[src/hw/rtl/string_hash_table_quadratic_probe_macros.svh]
// Assertion macros used by the string hash table controller.
`ifndef STRING_HASH_TABLE_QUADRATIC_PROBE_MACROS_SVH
`define STRING_HASH_TABLE_QUADRATIC_PROBE_MACROS_SVH

// The consequent must hold in the same cycle as the antecedent.
`define SHTQP_ASSERT_IMP(lbl, ante, cons) \
  lbl: assert property (@(posedge clk) disable iff (!rst_n) (ante) |-> (cons)) \
    else $error("same-cycle implication failed");

// The consequent must hold in the cycle after the antecedent.
`define SHTQP_ASSERT_NXT(lbl, ante, cons) \
  lbl: assert property (@(posedge clk) disable iff (!rst_n) (ante) |=> (cons)) \
    else $error("next-cycle implication failed");

`endif

[src/hw/rtl/shtqp_pkg.sv]
// Package with the word types, codes and control structs of the string hash table.
package shtqp_pkg;

  localparam int TABLE_SIZE_DEF = 256;
  localparam int KEY_BYTES_DEF  = 20;

  localparam logic [31:0] MULT_RESET = 32'd31;
  localparam logic [8:0]  SIZE_RESET = 9'd256;

  localparam logic CFG_MULT = 1'b0;
  localparam logic CFG_SIZE = 1'b1;

  localparam logic [2:0] ST_INSERTED  = 3'd0;
  localparam logic [2:0] ST_FOUND     = 3'd1;
  localparam logic [2:0] ST_NOT_FOUND = 3'd2;
  localparam logic [2:0] ST_FULL      = 3'd3;
  localparam logic [2:0] ST_TOO_LONG  = 3'd4;

  localparam logic OP_INSERT = 1'b0;
  localparam logic OP_SEARCH = 1'b1;

  typedef struct packed {
    logic       operation;
    logic [7:0] key_byte;
    logic       last_byte;
  } in_word_t;

  typedef struct packed {
    logic [2:0] status;
    logic [7:0] slot;
  } out_word_t;

  typedef struct packed {
    logic       clr_wr;
    logic       hash_en;
    logic       key_clr;
    logic       div_start;
    logic       div_step;
    logic       probe_init;
    logic       probe_next;
    logic       meta_rd;
    logic       meta_wr;
    logic       idx_clr;
    logic       idx_inc;
    logic       byte_rd;
    logic       byte_wr;
    logic       res_ld;
    logic [2:0] res_status;
  } shtqp_cmd_t;

  typedef struct packed {
    logic too_long;
    logic div_last;
    logic clr_last;
    logic last_probe;
    logic slot_used;
    logic len_eq;
    logic byte_eq;
    logic idx_last;
    logic op_search;
  } shtqp_sts_t;

endpackage

[src/hw/rtl/shtqp_ctrl.sv]
// Controller state machine that sequences hashing, division, probing and key transfers.
`include "string_hash_table_quadratic_probe_macros.svh"

module shtqp_ctrl (
  input  logic               clk,
  input  logic               rst_n,
  input  logic               in_valid,
  input  logic               in_last,
  output logic               in_ready,
  input  logic               out_ready,
  output logic               out_valid,
  output shtqp_pkg::shtqp_cmd_t cmd,
  input  shtqp_pkg::shtqp_sts_t sts
);
  import shtqp_pkg::*;

  localparam logic [3:0] S_CLR   = 4'd0;
  localparam logic [3:0] S_IDLE  = 4'd1;
  localparam logic [3:0] S_CHECK = 4'd2;
  localparam logic [3:0] S_DIV   = 4'd3;
  localparam logic [3:0] S_HOME  = 4'd4;
  localparam logic [3:0] S_PRD   = 4'd5;
  localparam logic [3:0] S_PCHK  = 4'd6;
  localparam logic [3:0] S_CRD   = 4'd7;
  localparam logic [3:0] S_CCHK  = 4'd8;
  localparam logic [3:0] S_KRD   = 4'd9;
  localparam logic [3:0] S_KWR   = 4'd10;
  localparam logic [3:0] S_DONE  = 4'd11;

  logic [3:0] state_r, state_nxt;
  logic [2:0] res_r, res_nxt;
  logic       out_valid_r, out_valid_nxt;
  logic [2:0] miss_status;

  assign in_ready    = (state_r == S_IDLE);
  assign out_valid   = out_valid_r;
  assign miss_status = sts.op_search ? ST_NOT_FOUND : ST_FULL;

  always_comb begin
    state_nxt      = state_r;
    res_nxt        = res_r;
    cmd            = '0;
    cmd.res_status = res_r;
    unique case (state_r)
      S_CLR: begin
        cmd.clr_wr = 1'b1;
        if (sts.clr_last) begin
          state_nxt = S_IDLE;
        end
      end
      S_IDLE: begin
        if (in_valid) begin
          cmd.hash_en = 1'b1;
          if (in_last) begin
            state_nxt = S_CHECK;
          end
        end
      end
      S_CHECK: begin
        if (sts.too_long) begin
          res_nxt   = ST_TOO_LONG;
          state_nxt = S_DONE;
        end else begin
          cmd.div_start = 1'b1;
          state_nxt     = S_DIV;
        end
      end
      S_DIV: begin
        cmd.div_step = 1'b1;
        if (sts.div_last) begin
          state_nxt = S_HOME;
        end
      end
      S_HOME: begin
        cmd.probe_init = 1'b1;
        state_nxt      = S_PRD;
      end
      S_PRD: begin
        cmd.meta_rd = 1'b1;
        state_nxt   = S_PCHK;
      end
      S_PCHK: begin
        if (!sts.slot_used) begin
          if (sts.op_search) begin
            res_nxt   = ST_NOT_FOUND;
            state_nxt = S_DONE;
          end else begin
            cmd.idx_clr = 1'b1;
            state_nxt   = S_KRD;
          end
        end else if (sts.op_search && sts.len_eq) begin
          cmd.idx_clr = 1'b1;
          state_nxt   = S_CRD;
        end else if (sts.last_probe) begin
          res_nxt   = miss_status;
          state_nxt = S_DONE;
        end else begin
          cmd.probe_next = 1'b1;
          state_nxt      = S_PRD;
        end
      end
      S_CRD: begin
        cmd.byte_rd = 1'b1;
        state_nxt   = S_CCHK;
      end
      S_CCHK: begin
        if (!sts.byte_eq) begin
          if (sts.last_probe) begin
            res_nxt   = miss_status;
            state_nxt = S_DONE;
          end else begin
            cmd.probe_next = 1'b1;
            state_nxt      = S_PRD;
          end
        end else if (sts.idx_last) begin
          res_nxt   = ST_FOUND;
          state_nxt = S_DONE;
        end else begin
          cmd.idx_inc = 1'b1;
          state_nxt   = S_CRD;
        end
      end
      S_KRD: begin
        cmd.byte_rd = 1'b1;
        state_nxt   = S_KWR;
      end
      S_KWR: begin
        cmd.byte_wr = 1'b1;
        if (sts.idx_last) begin
          cmd.meta_wr = 1'b1;
          res_nxt     = ST_INSERTED;
          state_nxt   = S_DONE;
        end else begin
          cmd.idx_inc = 1'b1;
          state_nxt   = S_KRD;
        end
      end
      S_DONE: begin
        if (!out_valid_r || out_ready) begin
          cmd.res_ld  = 1'b1;
          cmd.key_clr = 1'b1;
          state_nxt   = S_IDLE;
        end
      end
      default: begin
        state_nxt = S_IDLE;
      end
    endcase
  end

  always_comb begin
    out_valid_nxt = out_valid_r;
    priority if (cmd.res_ld) begin
      out_valid_nxt = 1'b1;
    end else if (out_ready) begin
      out_valid_nxt = 1'b0;
    end
  end

  always_ff @(posedge clk) begin
    if (!rst_n) begin
      state_r     <= S_CLR;
      res_r       <= ST_INSERTED;
      out_valid_r <= 1'b0;
    end else begin
      state_r     <= state_nxt;
      res_r       <= res_nxt;
      out_valid_r <= out_valid_nxt;
    end
  end

  `SHTQP_ASSERT_IMP(a_no_overrun, cmd.res_ld, !out_valid_r || out_ready)
  `SHTQP_ASSERT_NXT(a_res_shown, cmd.res_ld, out_valid_r)
  `SHTQP_ASSERT_IMP(a_ins_only, cmd.meta_wr, !sts.op_search && !sts.too_long)

endmodule

[config.mk]
export PLATFORM = sky130hd
export DESIGN_NAME = shtqp_ctrl
export DESIGN_NICKNAME = d
export VERILOG_FILES = /design/src/hw/rtl/shtqp_pkg.sv /design/src/hw/rtl/shtqp_ctrl.sv
export VERILOG_INCLUDE_DIRS = /design/src /design/src/hw/rtl
export SDC_FILE = /design/constraint.sdc
export NUM_CORES = 1
export LEC_CHECK = 0
export BUFFER_PORTS_ARGS = -buffer_cell sky130_fd_sc_hd__buf_2
export CELL_PAD_IN_SITES_DETAIL_PLACEMENT = 1
export CELL_PAD_IN_SITES_GLOBAL_PLACEMENT = 1
export CORE_ASPECT_RATIO = 1.4
export CORE_MARGIN = 5
export CORE_UTILIZATION = 30
export CTS_CLUSTER_DIAMETER = 80
export DETAILED_ROUTE_END_ITERATION = 8
export MAX_ROUTING_LAYER = met4
export PLACE_DENSITY_LB_ADDON = 0.1
export SETUP_SLACK_MARGIN = 0.05
export SLEW_MARGIN = 20
export SYNTH_ARGS = -nofsm -noshare
export SYNTH_HDL_FRONTEND = slang
export SYNTH_SLANG_ARGS = --single-unit
export TNS_END_PERCENT = 10
[constraint.sdc]
create_clock -name clk -period 1.3 [get_ports clk]
set_input_delay 0 -clock clk [delete_from_list [all_inputs] [get_ports clk]]
set_output_delay 0 -clock clk [all_outputs]
set_load 0.05 [all_outputs]
Yosys cells after proc, flatten, opt, wreduce, memory -nomap -nowiden
Index checks and enable logic that the tools add are counted.
- word-level logic and storage cells: 85
- RAM bits: 0
- memories kept: 0
- register bits after elaboration: 8
- output and inout port bits: 19
- ROM bits: 0
- bits in latches: 0
- input port bits: 14
- $mul: 0
- shifts and indexed selects: 0
- reduce and logical (&&, ||, !) cells: 9
- bitwise logic cells: 0
- divide/modulo/power cells: 0
- add/sub/neg operators: 0
- multiplexer cells: 52
- magnitude comparators: 0
- equal/unequal tests: 21
- operators by type and width (kind ; number):
    4-bit case mux with 12 select lines ; 1
    4-bit 2-to-1 mux ; 11
    1-bit 2-to-1 mux ; 27
    3-bit 2-to-1 mux ; 8
    4-bit by 3-bit == test with 1-bit output (second input constant) ; 4
    4-bit == test (second input constant) ; 4
    2-bit != test (second input constant) ; 7
    3-bit case mux with 4 select lines ; 1
    3-bit != test (second input constant) ; 3
    4-bit by 2-bit == test with 1-bit output (second input constant) ; 2
    6-bit AND reduction ; 1
    5-bit AND reduction ; 1
    4-bit by 1-bit == test with 1-bit output (second input constant) ; 1
    4-bit logical NOT ; 1
    2-bit 2-to-1 mux ; 2
    1-bit case mux with 2 select lines ; 2
    4-bit nonzero test ; 1
    2-bit nonzero test ; 1
    2-bit OR reduction ; 1
    1-bit logical AND ; 1
    1-bit logical NOT ; 1
    1-bit logical OR ; 1

Longest topological paths before layout
Gate-level depths: netlist (run 1).
- depth in word-level cells: 5
- depth in mapped cells: 7
- depth with buffers taken out: 5

Worst setup path before layout (run 1)
Ideal clock, no wire load.
- path kind: reg-to-reg
- start point: reg state_r[1]
- end point: reg state_r[1]
- required time: 1.179 ns
- arrival time: 2.296 ns
- clock period less this slack: 2.417 ns
- cell stages (with the launch flop): 6
- setup slack: -1.117 ns
- buffers on the path: 1
- setup time: 0.121 ns
- path through: dfxtp_1 buf_6 nand2b_4 nor3_1 a221oi_2 mux2_4
- longest elaborated chain between the ends: 3
- elaborated cells between the ends (all ways): 19
- those cells by class: eq/ne: 16; mux: 1; reduce/logical: 2
- RTL lines (element ; line ; source):
    from (decl) ; shtqp_ctrl.sv:30 ; logic [3:0] state_r, state_nxt;
    from (signal assigned) ; shtqp_ctrl.sv:166 ; state_r <= state_nxt;
    4-bit by 1-bit == test with 1-bit output * ; - ;
    via in_ready ; shtqp_ctrl.sv:9 ; output logic in_ready,
    2-bit != test (no source line) ; - ;
    5-bit AND reduction (no source line) ; - ;
The timed path passes the listed nets; every way through them passes the cells marked *.
A chain may end at the register's enable or synchronous reset.

==> reports/metrics.csv, run 1 <==
metric,value,unit
hold_buf cts,0,
most frequent cell after synthesis,nor2_1,
Mapped Area,843,um2
fin util,0.603,
Slew @ Worst Pin,0.317,ns
TritonCTS clock tree,done,
Tcrit/Tclk final,1.25,
library cells used by synthesis,43,
antenna violations before repair,0,
Worst-Skew Late Latency,0.28,ns
Die Ht,72.7,um
worst min-delay path class,in2reg,
Cells after Synth,114,
RSZ-0062 raised after global routing,yes,
Design Power,0.00121,W
async set-reset flop share out of synthesis,0,
Crit. End Element,output pin,
area share of xor/xnor cells in the synthesized design,0,
area share of the largest cell type after synthesis,0.190,
routed len/inst,19.8,um
Post-DP Area,1300,um2
CP required,1.30,ns
GR Util All Layers,0.211,
die area,3990,um2
"CTS clk-pin slew, worst paths",0.07,ns
compound-gate portion of the synthesized area,0.313,
worst-path maximum fanout,6,
total CTS buffers,3,
DR vias,1153,
worst hold slack,0.0472,ns
largest area contributor in the netlist,dfxtp_1,
vias in the first global route,1200,
syn_area_per_cell,7.40,um2
via density per instance,5.29,
largest net degree at the start of global routing,11,
largest family of logic cells by synthesized area,simple AND/OR/NAND/NOR gates,
post-synthesis register bit count,8,
Leakage,0.705,nW
worst reg-to-reg path cell count,6,
core box area,2670,um2
final setup fails,20,
total gr overflow,0,
Post-synth EDFFs,0,
f_max,0.614,GHz
failing checks,negative setup slack,
ys flop type,dfxtp_1,
initial drt markers,38,
Final Hold Fails,0,
Remaining DRCs,0,
GP Congestion,0.797,
Rows,22,
WS Path Type,reg2out,
IO Port Bufs,32,
Worst Skew,0.00843,ns
"Slew Viols, Final",0,
adder-cell share of the synthesized area,0,
die width,54.8,um
Top Ports,33,
Max-slew headroom,0.787,
first-pass GRT wire length,5.89,mm
Initial Util,0.316,
setup TNS,-3.33,ns
drt first pass iters,4,
syn nets,128,
clock buffer depth,2,
hold depth,3,
Area contributors post-synth,"dfxtp_1 (19%), nor2_1 (7.1%), o21ai_0 (4.7%)",
final worst slack,-0.329,ns
mux cell area share after synthesis,0.0312,
HPWL Detailed,2.87,mm
Clock Tree Root,clkbuf_4,
Nets,198,
Final min period,1.63,ns
Antenna Violating Nets Remaining,0,
type of origin of the critical path,flip-flop,
sequential-to-total area share from yosys stat,0.190,
design area,1610,um2
commonest cells in the netlist,"nor2_1 (16), dfxtp_1 (8), o21ai_0 (8), a21oi_1 (7), nand2_1 (7)",
layout cells sized above 1,0.621,
CTS H-tree depth,1,
Num Clock Sinks,8,
run status,"complete, but fails checks",
"Arr. time, crit path",1.63,ns
antenna fix cells,0,
Max IR drop VDD,0.549,mV
WL final,4.32,mm
Max-Cap Viols,0,
Simple-Gate Fraction of Synth Area,0.372,
area grow syn2layout,90.8,%
YS warnings,0,
PwrDens,754,nW/um2
## stage by stage
step           worst slack (ns)  instances
2_1_floorplan            -0.356        114
3_3_place_gp             -0.278        208
3_5_place_dp             -0.333        208
4_1_cts                  -0.277        212
5_1_grt                  -0.368        218
6_report                 -0.329        218
## what timing repair did
action | 4_1_cts | 5_1_grt
gates resized for setup | 37 | 32
pin swaps | 2 | 3
setup endpoints to repair | 22 | 22
setup buffers | 1 | 6
## cell type report
class                           instances  area (um2)
Tap cell                               36        45.0
Inverter                                3        11.3
Timing Repair Buffer                   75         609
Multi-Input combinational cell         93         746
Fill cell                             334        1060
Clock buffer                            3        22.5
Sequential cell                         8         175
## worst max-delay path, cell delays in order, from the launching register on
cell and delay [ns]:
dfxtp_4 0.38, buf_4 0.13, or3b_4 0.40, buf_6 0.14
nor3_4 0.12, buf_6 0.18
## report_power, final
group	leakage (nW)	switching (W)	internal [W]
clock	0.0138	0.000116	0.000108
combinational	0.624	0.000387	0.000310
sequential	0.0678	0.0000318	0.000261
## logic make-up (layout without fill, tap and decap cells)
logic type / after synthesis / count (layout)
AO/OA/AOI/OAI: 37 / 37
buffers and inverters: 13 / 81
flip-flops: 8 / 8
multiplexers: 2 / 2
AND/OR/NAND/NOR: 54 / 54
## worst paths after layout
| check | start | to | slack (ns) |
|---|---|---|---|
| max | state_r[3] | cmd[6] | -0.33 |
| max reg2reg | state_r[3] | res_r[0] | -0.26 |
| min reg2reg | res_r[1] | res_r[1] | 0.51 |
| min | rst_n | res_r[1] | 0.05 |
## flip-flops by register name, summed over array words and instances (netlist names)
name,cells
res_r,3
out_valid,1
state_r,4
## cell usage in the layout, fill, tap and decap left out, types with 3 or more instances in the layout
| cell | n |
|---|---|
| a21oi_1 | 5 |
| a22oi_1 | 3 |
| and3_1 | 4 |
| buf_2 | 18 |
| buf_4 | 38 |
| buf_6 | 15 |
| buf_8 | 3 |
| clkbuf_4 | 3 |
| dfxtp_1 | 4 |
| dfxtp_4 | 4 |
| inv_1 | 3 |
| nand2_1 | 7 |
| nand2b_4 | 3 |
| nor2_1 | 11 |
| nor2_4 | 4 |
| nor2b_1 | 4 |
| nor3_4 | 3 |
| o21ai_0 | 7 |
## layer usage
metal  track usage  vias up  wire length (um)
met4        0.0332        0                55
met5             -        -                 0
met3        0.0307        7               113
li1              -      547                 -
met1         0.239      574              1630
met2         0.382       25              2520
Note: power is estimated with default switching activity, not from simulation.
==> inputs of run 2 (changes only) <==
Settings changed: RECOVER_POWER from default to 50.
==> run 2 against run 1 <==
- critical endpoint unchanged
- global-route usage stayed put
- final cell count stayed put
- critical path depth did not move
- the flow still finishes with violations (negative setup slack)
- clock-buffer cell count is the same
- clock skew hardly changed
- largest power group unchanged
- sequential share of layout area hardly changed
==> reports/metrics.csv, run 2 (synthesized netlist as in run 1, its figures left out) <==
metric,value,unit
run status,"complete, but fails checks",
failing checks,negative setup slack,
antenna violations before repair,0,
"Slew Viols, Final",0,
final setup fails,20,
worst min-delay path class,in2reg,
Slew @ Worst Pin,0.607,ns
M3 GR Usage,0.0307,
most flop-heavy register,state_r,
CP peak stage delay,0.40,ns
total CTS buffers,3,
IO Port Bufs,32,
Crit-path slowest cell,or3b_4,
Remaining DRCs,0,
Top Ports,33,
initial drt markers,38,
Crit. End Element,output pin,
met1 usage,0.239,
Worst Skew,0.00826,ns
first-pass GRT wire length,5.89,mm
final worst slack,-0.329,ns
PwrDens,755,nW/um2
worst hold slack,0.0465,ns
total gr overflow,0,
"CTS clk-pin slew, worst paths",0.07,ns
antenna fix cells,0,
vias in the first global route,1200,
largest net degree at the start of global routing,11,
Tcrit/Tclk final,1.25,
TritonCTS clock tree,done,
crit-path leading delay family,simple AND/OR/NAND/NOR gates,
Largest register FFs,4,
core box area,2670,um2
crit-path cells,buf_4 -> or3b_4 -> buf_6 -> nor3_4 -> buf_6,
Die Ht,72.7,um
WL final,4.32,mm
worst-path maximum fanout,6,
met2 Usage GRT,0.382,
most frequent cells in the layout,"buf_4 (38), buf_2 (15), buf_6 (15)",
Nets,198,
hold_buf cts,0,
Num Clock Sinks,8,
clock buffer depth,2,
multi-input logic area,746,um2
Fillers,336,
Post-DP Area,1300,um2
CP required,1.30,ns
Max-slew headroom,0.597,
GP Congestion,0.797,
type of origin of the critical path,flip-flop,
"commonest non-fill, non-tap cell in the layout",buf_4,
busiest grt layer,met2,
design area,1610,um2
Max-Cap Viols,0,
Leakage,0.692,nW
layout cells sized above 1,0.604,
WS Path Type,reg2out,
Reg area,175,um2
Initial Util,0.316,
die width,54.8,um
routed len/inst,19.8,um
f_max,0.614,GHz
HPWL Detailed,2.87,mm
CTS H-tree depth,1,
Final min period,1.63,ns
RSZ-0062 raised after global routing,yes,
most frequent CP cell,buf_6,
die area,3990,um2
Max IR drop VDD,0.548,mV
"Arr. time, crit path",1.63,ns
area grow syn2layout,90.4,%
Buf/Inv on CP,3,
Final Hold Fails,0,
drt first pass iters,4,
"setup slack, reg-to-reg",-0.26,ns
Clock Tree Root,clkbuf_4,
GR Util All Layers,0.211,
Worst-Skew Late Latency,0.28,ns
Antenna Violating Nets Remaining,0,
via density per instance,5.28,
Rows,22,
DR vias,1152,
-- run 2: changes by cell type in the layout (fill, tap and decap cells not counted) --
cell / previous run / this run
buf_2: 18 / 15
clkbuf_1: 0 / 3
-- run 2: report_power, final --
| part | switching, W | total (W) | internal (W) |
|---|---|---|---|
| combinational | 0.000387 | 0.000696 | 0.000309 |
| clock | 0.000116 | 0.000224 | 0.000108 |
| sequential | 0.0000316 | 0.000293 | 0.000261 |
| total | 0.000535 | 0.00121 | 0.000678 |
-- run 2: worst reg2reg max path: cells and delay by family, from the launching register on --
kind            cells  cell delay, ns
compound gates      3            0.46
flops               1            0.38
simple gates        2            0.54
buf+inv             1            0.13
-- run 2: repair_timing --
action	4_1_cts	5_1_grt
setup endpoints to repair	22	22
gates resized for setup	37	32
setup buffers	1	6
gates cloned	0	0
pin swaps	2	3
-- run 2: layout make-up --
class                   count  share of cell area
flip-flops and latches      8               0.109
repair buffers             75               0.377
well taps                  36              0.0281
multi-input cells          93               0.465
inverters                   3             0.00701
clock buffers               3              0.0140
-- run 2: layer usage --
layer  vias up  routed length [um]
met4         0                  55
met2        25                2520
met1       573                1630
li1        547                   -
met5         -                   0
met3         7                 113
-- run 2: metrics by stage --
step / std cells / worst slack (ns) / util / power, W / TNS, ns
after floorplan: 114 / -0.356 / - / 0.000633 / -3.18
after global placement: 208 / -0.278 / 0.488 / 0.000861 / -1.59
after detailed placement: 208 / -0.333 / 0.488 / 0.000872 / -2.43
after CTS: 212 / -0.277 / 0.541 / 0.00112 / -2.86
after global routing: 218 / -0.368 / 0.601 / 0.00127 / -4.42
final: 218 / -0.329 / 0.601 / 0.00121 / -3.33
-- run 2: worst paths after layout --
path | start | to | cells past startpoint
max reg2reg | state_r[3] | res_r[0] | 6
min reg2reg | res_r[1] | res_r[1] | 2
min | out_ready | out_valid | 3
max | state_r[3] | cmd[6] | 5
==> inputs of run 3 (changes only) <==
Settings changed: CORE_MARGIN 5 to 1.
==> run 3 against run 2 <==
- the run still ends with negative setup slack left
- first-iteration DRC count decreased by 50%
- final cell count down 2.3%
- maximum frequency rose by 2.4%
- register-to-register slack better by 0.05 ns
- non-clock buffer count is 5 lower
- sequential cell count did not move
- sequential power shrank 3%
- highest routed layer unchanged
==> reports/metrics.csv, run 3 (synthesized netlist as in run 1, its figures left out) <==
metric,value,unit
run status,"complete, but fails checks",
failing checks,negative setup slack,
Slew @ Worst Pin,0.595,ns
drt first pass iters,5,
Clock Tree Root,clkbuf_4,
f_max,0.628,GHz
Remaining DRCs,0,
"commonest non-fill, non-tap cell in the layout",buf_4,
Num Clock Sinks,8,
die width,46.8,um
worst-path maximum fanout,6,
DP Worst Slack,-0.328,ns
RSZ-0062 raised after global routing,yes,
Worst Skew,0.00233,ns
total CTS buffers,3,
most flop-heavy register,state_r,
most frequent CP cell,buf_6,
Max-slew headroom,0.605,
PwrDens,777,nW/um2
Largest register FFs,4,
CTS H-tree depth,1,
routed len/inst,17.2,um
Initial Util,0.319,
vias in the first global route,1217,
Die Ht,64.7,um
Worst-Skew Late Latency,0.27,ns
Tcrit/Tclk final,1.22,
type of origin of the critical path,flip-flop,
Fillers,331,
IO Port Bufs,32,
TritonCTS clock tree,done,
WL final,3.66,mm
area grow syn2layout,85.9,%
WS Path Type,reg2out,
total gr overflow,0,
clock buffer depth,2,
worst hold slack,0.0596,ns
antenna fix cells,0,
most frequent cells in the layout,"buf_4 (35), buf_2 (15), buf_6 (15)",
Max-Cap Viols,0,
Max IR drop VDD,0.472,mV
"Arr. time, crit path",1.59,ns
Rows,22,
CP required,1.30,ns
"Slew Viols, Final",0,
Crit. End Element,output pin,
first-pass GRT wire length,5.62,mm
Crit-path slowest cell,or3b_4,
CP peak stage delay,0.40,ns
initial drt markers,19,
final worst slack,-0.291,ns
hold_buf cts,0,
"CTS clk-pin slew, worst paths",0.06,ns
Nets,193,
Final Hold Fails,0,
Post-Layout Cell Count,213,
Antenna Violating Nets Remaining,0,
layout cells sized above 1,0.616,
final setup fails,22,
worst min-delay path class,in2reg,
Final min period,1.59,ns
crit-path cells,buf_6 -> or3b_4 -> buf_6 -> nor3_4 -> buf_6,
Leakage,0.682,nW
core box area,2640,um2
antenna violations before repair,0,
largest net degree at the start of global routing,11,
via density per instance,5.25,
HPWL Detailed,2.57,mm
GP Congestion,0.836,
Top Ports,33,
placed insts,206,
DR vias,1119,
GR Util All Layers,0.267,
die area,3030,um2
-- run 3: metrics by stage --
stage	power (W)	utilization	setup TNS [ns]	instance area, um2
global route	0.00128	0.593	-4.38	1570
floorplan	0.000633	-	-3.18	883
finish	0.00122	0.593	-3.11	1570
global placement	0.000832	0.483	-1.89	1280
detailed placement	0.000843	0.483	-2.27	1280
CTS	0.00113	0.555	-2.76	1470
-- run 3: power by group --
part | switching, W | leakage, nW | total (W) | internal, W
Clock | 0.000108 | 0.0138 | 0.000216 | 0.000107
Combinational | 0.000392 | 0.601 | 0.000719 | 0.000327
Sequential | 0.0000220 | 0.0675 | 0.000284 | 0.000262
-- run 3: per-layer routing --
layer,GRT usage,share of wire
met5,-,0
met3,0.0613,0.046
met1,0.262,0.36
met2,0.483,0.57
met4,0.0964,0.025
-- run 3: final cells by class --
type                       instances  area [um2]  area share
multi-input combinational         93         757       0.483
sequential                         8         173       0.110
clock buffer                       3        22.5      0.0144
timing repair buffer              70         559       0.357
inverter                           3        11.3     0.00718
tap                               36        45.0      0.0287
-- run 3: worst paths after layout --
path	end	from	cells after the start	slack, ns
setup reg to reg	state_r[1]	state_r[0]	5	-0.21
setup / recovery	cmd[6]	state_r[0]	5	-0.29
hold / removal	res_r[1]	rst_n	3	0.06
hold reg to reg	res_r[1]	res_r[1]	2	0.49
-- run 3: worst max-delay path, delay by kind of cell (launching register included) --
kind                   cells  cell delay, ns
and+or+nand+nor            2            0.51
buffers and inverters      3            0.46
DFF                        1            0.36
-- run 3: what timing repair did --
item | in CTS | in global routing
setup buffers | 2 | 2
resized for setup | 47 | 22
endpoints found under the setup margin | 22 | 22
pin swaps | 4 | 3
